--- src/hw/rtl/bba_pkg.sv ---
// Shared types, constants and helper functions for the bitmap block allocator.
package bba_pkg;

  // Default geometry
  localparam int NUM_BLOCKS_DEF     = 512;
  localparam int RESERVED_START_DEF = 0;
  localparam int RESERVED_COUNT_DEF = 2;

  // Port field widths
  localparam int CMD_W      = 2;
  localparam int BLK_ID_W   = 10;
  localparam int STATUS_W   = 2;
  localparam int GRANT_W    = 9;
  localparam int COUNT_W    = 10;

  // Map word geometry: 32 blocks per memory word
  localparam int WORD_W     = 32;
  localparam int OFF_W      = $clog2(WORD_W);
  localparam int WIDX_MAX_W = 11;

  typedef enum logic [CMD_W-1:0] {
    CMD_ALLOC   = 2'd0,
    CMD_REQUEST = 2'd1,
    CMD_RELEASE = 2'd2,
    CMD_NOP     = 2'd3
  } cmd_t;

  typedef enum logic [STATUS_W-1:0] {
    STAT_OK    = 2'd0,
    STAT_FULL  = 2'd1,
    STAT_USED  = 2'd2,
    STAT_RANGE = 2'd3
  } status_t;

  // Update of one full-word summary bit
  typedef struct packed {
    logic                  we;
    logic [WIDX_MAX_W-1:0] idx;
    logic                  full;
  } sum_upd_t;

  // Number of reserved blocks that lie inside the map
  function automatic int reserved_used(input int num, input int rs, input int rc);
    int n;
    n = 0;
    if (rs < num) begin
      n = ((num - rs) < rc) ? (num - rs) : rc;
    end
    return n;
  endfunction

  // Reset contents of one map word: reserved blocks and padding past the end are set
  function automatic logic [WORD_W-1:0] init_word(input logic [WIDX_MAX_W-1:0] widx,
                                                  input int num, input int rs,
                                                  input int rc);
    logic [WORD_W-1:0] w;
    int base;
    int idx;
    base = int'(widx) * WORD_W;
    for (int b = 0; b < WORD_W; b++) begin
      idx  = base + b;
      w[b] = (idx >= num) || ((idx >= rs) && (idx < rs + rc));
    end
    return w;
  endfunction

  // Offset of the lowest clear bit in a word
  function automatic logic [OFF_W-1:0] first_zero(input logic [WORD_W-1:0] w);
    logic [OFF_W-1:0] off;
    off = '0;
    for (int i = WORD_W - 1; i >= 0; i--) begin
      if (!w[i]) begin
        off = OFF_W'(i);
      end
    end
    return off;
  endfunction

endpackage

--- src/hw/rtl/bba_map_ram.sv ---
// Bitmap word memory: one write port, one read port, registered read data.
module bba_map_ram #(
  parameter int NUM_WORDS = 16,
  parameter int WIDX_W    = 4
) (
  input  logic                       clk,
  input  logic                       wr_en,
  input  logic [WIDX_W-1:0]          wr_addr,
  input  logic [bba_pkg::WORD_W-1:0] wdata,
  input  logic                       rd_en,
  input  logic [WIDX_W-1:0]          rd_addr,
  output logic [bba_pkg::WORD_W-1:0] rdata
);
  import bba_pkg::*;

  logic [WORD_W-1:0] mem [NUM_WORDS];

  // Write port
  always_ff @(posedge clk) begin
    if (wr_en) begin
      mem[wr_addr] <= wdata;
    end
  end

  // Read port, registered read data
  always_ff @(posedge clk) begin
    if (rd_en) begin
      rdata <= mem[rd_addr];
    end
  end

endmodule

--- src/hw/rtl/bba_summary.sv ---
// Per-word full flags and lowest non-full word search.
module bba_summary #(
  parameter int NUM_WORDS = 16,
  parameter int WIDX_W    = 4
) (
  input  logic              clk,
  input  logic              rst,
  input  bba_pkg::sum_upd_t upd,
  output logic              any_free,
  output logic [WIDX_W-1:0] free_word
);
  import bba_pkg::*;

  logic [NUM_WORDS-1:0] full;

  // Flag update; the init sweep writes every flag before first use
  always_ff @(posedge clk) begin
    if (rst) begin
      full <= '0;
    end else if (upd.we) begin
      full[upd.idx[WIDX_W-1:0]] <= upd.full;
    end
  end

  // Lowest word with a clear bit
  always_comb begin
    any_free  = 1'b0;
    free_word = '0;
    for (int i = NUM_WORDS - 1; i >= 0; i--) begin
      if (!full[i]) begin
        any_free  = 1'b1;
        free_word = WIDX_W'(i);
      end
    end
  end

endmodule

--- src/hw/rtl/bitmap_block_allocator.sv ---
// Top level of the first-fit bitmap block allocator.
//
//   channel  signals                                        handshake
//   command  cmd, blk_num                                   start && !busy
//   result   status, granted_block, used_count, free_count  done, one cycle
//
// An allocate, request or release that touches the map reads the map word,
// then modifies it, writes it back and registers the result.
// Commands settled up front (map full, block out of range, unused code) answer
// in the cycle after acceptance. The next command is taken in the cycle done
// is high. After reset an init sweep writes one map word per cycle, over every
// word of the map, with busy high. Results cannot be held off.
module bitmap_block_allocator #(
  parameter int NUM_BLOCKS     = bba_pkg::NUM_BLOCKS_DEF,
  parameter int RESERVED_START = bba_pkg::RESERVED_START_DEF,
  parameter int RESERVED_COUNT = bba_pkg::RESERVED_COUNT_DEF
) (
  input  logic                         clk,
  input  logic                         rst,
  input  logic                         start,
  output logic                         busy,
  input  logic [bba_pkg::CMD_W-1:0]    cmd,
  input  logic [bba_pkg::BLK_ID_W-1:0] blk_num,
  output logic                         done,
  output logic [bba_pkg::STATUS_W-1:0] status,
  output logic [bba_pkg::GRANT_W-1:0]  granted_block,
  output logic [bba_pkg::COUNT_W-1:0]  used_count,
  output logic [bba_pkg::COUNT_W-1:0]  free_count
);
  import bba_pkg::*;

  localparam int NUM_WORDS = (NUM_BLOCKS + WORD_W - 1) / WORD_W;
  localparam int WIDX_W    = (NUM_WORDS > 1) ? $clog2(NUM_WORDS) : 1;
  localparam int IDX_W     = WIDX_W + OFF_W;
  localparam int CMP_W     = ((IDX_W > BLK_ID_W) ? IDX_W : BLK_ID_W) + 1;
  localparam int CNT_W     = $clog2(NUM_BLOCKS + 1);
  localparam int RES_USED  = reserved_used(NUM_BLOCKS, RESERVED_START, RESERVED_COUNT);

  typedef enum logic [1:0] {ST_INIT, ST_IDLE, ST_EXEC} state_t;

  state_t            state;
  logic [WIDX_W-1:0] init_idx;
  cmd_t              op;
  logic [WIDX_W-1:0] word;
  logic [OFF_W-1:0]  off;
  logic [CNT_W-1:0]  used_total;

  // Map memory and summary hookup
  logic              rd_en;
  logic [WIDX_W-1:0] rd_addr;
  logic [WORD_W-1:0] rdata;
  logic              wr_en;
  logic [WIDX_W-1:0] wr_addr;
  logic [WORD_W-1:0] wdata;
  sum_upd_t          upd;
  logic              any_free;
  logic [WIDX_W-1:0] free_word;

  bba_map_ram #(
    .NUM_WORDS (NUM_WORDS),
    .WIDX_W    (WIDX_W)
  ) u_ram (
    .clk     (clk),
    .wr_en   (wr_en),
    .wr_addr (wr_addr),
    .wdata   (wdata),
    .rd_en   (rd_en),
    .rd_addr (rd_addr),
    .rdata   (rdata)
  );

  bba_summary #(
    .NUM_WORDS (NUM_WORDS),
    .WIDX_W    (WIDX_W)
  ) u_summary (
    .clk       (clk),
    .rst       (rst),
    .upd       (upd),
    .any_free  (any_free),
    .free_word (free_word)
  );

  // Command decode at acceptance
  logic             accept;
  cmd_t             cmd_in;
  logic [CMP_W-1:0] blk_ext;
  logic             in_range;
  logic [IDX_W-1:0] blk_idx;
  logic             go_exec;
  status_t          imm_status;

  assign busy     = (state != ST_IDLE);
  assign accept   = start && !busy;
  assign cmd_in   = cmd_t'(cmd);
  assign blk_ext  = CMP_W'(blk_num);
  assign in_range = (blk_ext < CMP_W'(NUM_BLOCKS));
  assign blk_idx  = IDX_W'(blk_ext);

  always_comb begin
    go_exec    = 1'b0;
    imm_status = STAT_OK;
    unique case (cmd_in) inside
      CMD_ALLOC: begin
        go_exec    = any_free;
        imm_status = STAT_FULL;
      end
      CMD_REQUEST, CMD_RELEASE: begin
        go_exec    = in_range;
        imm_status = STAT_RANGE;
      end
      default: begin
        go_exec    = 1'b0;
        imm_status = STAT_OK;
      end
    endcase
  end

  assign rd_en   = accept;
  assign rd_addr = (cmd_in == CMD_ALLOC) ? free_word : blk_idx[IDX_W-1:OFF_W];

  // Read-modify-write of the fetched map word
  logic [OFF_W-1:0]  zero_off;
  logic              cur_bit;
  logic              ex_we;
  logic [WORD_W-1:0] ex_wdata;
  status_t           ex_status;
  logic [IDX_W-1:0]  ex_grant;
  logic [CNT_W-1:0]  used_next;

  assign zero_off = first_zero(rdata);
  assign cur_bit  = rdata[off];

  always_comb begin
    ex_we     = 1'b0;
    ex_wdata  = rdata;
    ex_status = STAT_OK;
    ex_grant  = '0;
    used_next = used_total;
    case (op)
      CMD_ALLOC: begin
        ex_we     = 1'b1;
        ex_wdata  = rdata | (WORD_W'(1) << zero_off);
        ex_grant  = {word, zero_off};
        used_next = used_total + CNT_W'(1);
      end
      CMD_REQUEST: begin
        if (cur_bit) begin
          ex_status = STAT_USED;
        end else begin
          ex_we     = 1'b1;
          ex_wdata  = rdata | (WORD_W'(1) << off);
          ex_grant  = {word, off};
          used_next = used_total + CNT_W'(1);
        end
      end
      CMD_RELEASE: begin
        ex_grant = {word, off};
        if (cur_bit) begin
          ex_we     = 1'b1;
          ex_wdata  = rdata & ~(WORD_W'(1) << off);
          used_next = used_total - CNT_W'(1);
        end
      end
      default: begin
        ex_we = 1'b0;
      end
    endcase
  end

  // Write port and summary update: init sweep or write-back
  logic [WORD_W-1:0] init_data;

  assign init_data = init_word(WIDX_MAX_W'(init_idx), NUM_BLOCKS, RESERVED_START,
                               RESERVED_COUNT);

  always_comb begin
    if (state == ST_INIT) begin
      wr_en   = 1'b1;
      wr_addr = init_idx;
      wdata   = init_data;
    end else begin
      wr_en   = (state == ST_EXEC) && ex_we;
      wr_addr = word;
      wdata   = ex_wdata;
    end
    upd.we   = wr_en;
    upd.idx  = WIDX_MAX_W'(wr_addr);
    upd.full = &wdata;
  end

  // Control state and registered result
  always_ff @(posedge clk) begin
    if (rst) begin
      state      <= ST_INIT;
      init_idx   <= '0;
      used_total <= CNT_W'(RES_USED);
      done       <= 1'b0;
    end else begin
      done <= 1'b0;
      unique case (state)
        ST_INIT: begin
          init_idx <= init_idx + WIDX_W'(1);
          if (init_idx == WIDX_W'(NUM_WORDS - 1)) begin
            state <= ST_IDLE;
          end
        end
        ST_IDLE: begin
          if (accept) begin
            op   <= cmd_in;
            word <= rd_addr;
            off  <= blk_idx[OFF_W-1:0];
            if (go_exec) begin
              state <= ST_EXEC;
            end else begin
              done          <= 1'b1;
              status        <= imm_status;
              granted_block <= '0;
              used_count    <= COUNT_W'(used_total);
              free_count    <= COUNT_W'(CNT_W'(NUM_BLOCKS) - used_total);
            end
          end
        end
        ST_EXEC: begin
          state         <= ST_IDLE;
          done          <= 1'b1;
          status        <= ex_status;
          granted_block <= GRANT_W'(ex_grant);
          used_count    <= COUNT_W'(used_next);
          free_count    <= COUNT_W'(CNT_W'(NUM_BLOCKS) - used_next);
          used_total    <= used_next;
        end
        default: begin
          state <= ST_IDLE;
        end
      endcase
    end
  end

endmodule
--- config.mk ---
export PLATFORM = sky130hd
export DESIGN_NAME = bitmap_block_allocator
export DESIGN_NICKNAME = d
export VERILOG_FILES = /design/src/hw/rtl/bba_pkg.sv /design/src/hw/rtl/bba_map_ram.sv /design/src/hw/rtl/bba_summary.sv /design/src/hw/rtl/bitmap_block_allocator.sv
export SDC_FILE = /design/constraint.sdc
export NUM_CORES = 1
export LEC_CHECK = 0
export BUFFER_PORTS_ARGS = -buffer_cell sky130_fd_sc_hd__buf_2
export CAP_MARGIN = 30
export CORE_UTILIZATION = 40
export CTS_CLUSTER_DIAMETER = 120
export DETAILED_ROUTE_END_ITERATION = 10
export GPL_ROUTABILITY_DRIVEN = 1
export SYNTH_ARGS = -nofsm -noshare
export SYNTH_HDL_FRONTEND = slang
export SYNTH_SLANG_ARGS = --single-unit
--- constraint.sdc ---
create_clock -name clk -period 6.4 [get_ports clk]
set_input_delay 1.28 -clock clk [delete_from_list [all_inputs] [get_ports clk]]
set_output_delay 1.28 -clock clk [all_outputs]
set_load 0.02 [all_outputs]
==> impl_metrics.yaml <==
layout:
  fin_util: 0.4599
  antenna-diode-count: 0
  n_fill_cell: 5708
  regArea_mm2: 0.01823
  layout-drive-gt1-share: 0.2423
  areaGrowthSynthToFinish_pct: 13.58
  nNetsFinal: 1791
  multi_input_area_mm2: 0.008501
grt:
  grt_pass1_vias: 16730
  busiest_layer: "met2"
  antenna_found_initial: 4
  grtUsageMet3: 0.04527
  grt_overflow: 0
  grtUsageTotal: 0.2249
  globalRouteMet1Util: 0.2972
  grt_pass1_wl_um: 113900
  grt_max_degree: 98
  grt_util_met2: 0.3591
synthesis:
  synth-seq-cells: 618
  synth-edff-count: 585
  synth_commonest_cells: "edfxtp_1 (585), mux4_2 (139), nand2_1 (106)"
  post_synth_instance_area_mm2: 0.02724
  synthMuxAreaShare: 0.1235
  synth_top_family_by_area: "multiplexers"
  synthAdderAreaFrac: 0.004593
  postSynthAreaPerCell_um2: 16.03
  netlist_instances: 1699
  synth_nets: 1724
  ys_seq_area_frac: 0.6691
  synth_compound_area_frac: 0.08602
  synth_top_area_frac: 0.6448
  ys_async_sr_fraction: 0
  synth_warnings: 0
  synth_xor_area_frac: 0.005052
  synthSimpleGateAreaFrac: 0.08598
  synth_most_common_cell: "edfxtp_1"
  synthFlopType: "edfxtp_1"
  synthTopCellsByArea: "edfxtp_1 (64%), mux4_2 (11%), dfxtp_1 (2.4%)"
  synth.distinct_cells: 108
  yosys.area.top_type: "edfxtp_1"
floorplanning:
  pin_count: 48
  die_w_um: 263.0
  core_mm2: 0.06728
  die_h_um: 263.0
  dieArea_mm2: 0.06915
  start_util: 0.4049
  rows: 95
power_and_ir_drop:
  pwr-share-seq: 0.484
  internal-power_mw: 8.268
  clock_power_share: 0.329
  p_per_area_mw_per_mm2: 374.0
  p_comb_frac: 0.187
  ir_drop_uv: 337.5
  switching_power_mw: 3.303
  p_sw_frac: 0.2854
  leakage_nw: 9.979
worst_hold_path:
  min_path_type: "reg -> reg"
placement:
  dp_hpwl_um: 46850
  portBuffers: 47
  post-place-ws_ns: 1.644
  place_congestion: 0.9820
sta:
  finalHoldViolations: 0
  max_slew_margin: 0.3194
  finClkSkew_ns: 0.02742
  period_needed_ns: 4.875
  drv_slew: 0
  setup-tns-final_ns: 0
  setup_viol: 0
  fin_crit_sh: 0.7618
  worst_slew_pin_slew_ns: 1.013
  clock.fmax_mhz: 205.1
  rsz0062_at_grt: "no"
  fin_ws_ns: 1.525
setup_path:
  worstPathArrival_ns: 5.39
  crit_required_ns: 6.91
  critical_path_class: "reg -> reg"
  cp_max_fo: 18
  startpoint_type: "flip-flop"
  crit_path_end_kind: "flip-flop"
clock_network:
  clkTransAtPathRegs_ns: 0.06
  clk_latency_ns: 0.61
  hold_buffers: 0
  post_cts_resized: 0
  cts_buffer_depth: 3
  cts_max_level: 3
  cts-root-buf: "clkbuf_16"
  cts_setup_buffers: 0
  tritoncts: "yes"
  clock-sinks: 618
  cts-buffers-inserted: 67
route:
  viasPerCell: 6.105
  ant_nets: 0
  vias: 16390
  wire_per_inst_um: 28.70
  totalWireLength_um: 77060
  drc: 0
  firstDrtPassIters: 6
  drtIter0Drc: 1709
run:
  cap_violations: 0
status:
  status: "finished clean"
[sequential cells by signal (all words and copies together), names as in the netlist, 5 cells and up]
signal and flops:
used_count 10, u_ram.mem 512, u_summary.full 16, free_count 9
off 5, used_total 10, granted_block 9, u_ram.rdata 32
[cell usage in the layout, fill, tap and decap left out, types with 7 or more instances in the layout]
cell type,instances
a211oi_1,12
a21oi_1,26
a221oi_1,8
a22oi_1,71
a31oi_1,22
and2_1,18
and3_1,11
and4_1,7
buf_2,47
buf_4,57
clkbuf_1,12
clkbuf_16,70
clkinv_1,13
clkinv_2,7
dfxtp_1,33
edfxtp_1,585
ha_1,9
inv_1,44
mux2i_1,13
mux4_2,139
nand2_1,106
nand2b_1,26
nand3_1,25
nand4_1,22
nor2_1,81
nor2_4,18
nor2b_1,13
nor3_1,28
nor4_1,10
o21ai_0,31
o31ai_1,14
o31ai_2,9
o41ai_1,7
or3_1,28
or3b_2,12
xnor2_1,8
[layout make-up]
cell class | instances | share of cell area
Inverter | 45 | 0.005459
Multi-Input combinational cell | 923 | 0.2747
Sequential cell | 618 | 0.5891
Clock inverter | 32 | 0.01088
Clock buffer | 83 | 0.05851
Tap cell | 873 | 0.03530
Timing Repair Buffer | 111 | 0.02600
[per-layer routing]
| layer | vias to the layer above | share of wire |
|---|---|---|
| li1 | 7030 | - |
| met1 | 8536 | 0.42 |
| met3 | 152 | 0.063 |
| met2 | 672 | 0.47 |
| met4 | 2 | 0.044 |
| met5 | - | 0.00017 |
[final timing paths]
kind | from | end | slack, ns | cells after the start
worst max-delay path | op[0]$_DFFE_PP_ | u_summary.full[0]$_SDFFE_PP0P_ | 1.52 | 10
worst min-delay path | state[1]$_SDFFE_PP0P_ | state[1]$_SDFFE_PP0P_ | 0.54 | 2
worst max register to register | op[0]$_DFFE_PP_ | u_summary.full[0]$_SDFFE_PP0P_ | 1.52 | 10
worst min register to register | state[1]$_SDFFE_PP0P_ | state[1]$_SDFFE_PP0P_ | 0.54 | 2
[kinds of logic after synthesis]
group                    count (synthesis)
adder cells (fa/ha/maj)                 10
AO/OA/AOI/OAI                          298
flip-flops                             618
multiplexers                           159
XOR/XNOR                                14
buffers and inverters                  158
AND/OR/NAND/NOR                        442
[metrics by stage]
step	hold WS, ns	power, mW	area, um^2	cells
floorplan	0.4869	6.859	27240	1699
global placement	0.5048	7.748	28680	2561
detailed placement	0.5374	7.841	28750	2567
CTS	0.5468	11.65	30900	2682
global route	0.5737	12.00	30940	2685
finish	0.5448	11.57	30940	2685
[critical path, cell delays in order, from the launching register on]
cell,delay (ns)
edfxtp_1,0.92
clkinv_1,0.68
nand2_1,0.52
nor2_1,0.28
nand3_1,0.16
o211ai_1,0.21
o31ai_1,0.17
buf_4,0.26
nor4bb_1,0.42
nand4_2,0.69
o31ai_1,0.46
[power by group through the flow]
stage	sequential (mW)	clock, mW	combinational (mW)
6_report	5.60	3.81	2.17
5_1_grt	5.64	4.03	2.33
4_1_cts	5.60	3.89	2.17
3_5_place_dp	5.68	0	2.16
3_3_place_gp	5.65	0	2.10
2_1_floorplan	5.59	0	1.27
Power figures use the tool's default switching activity.
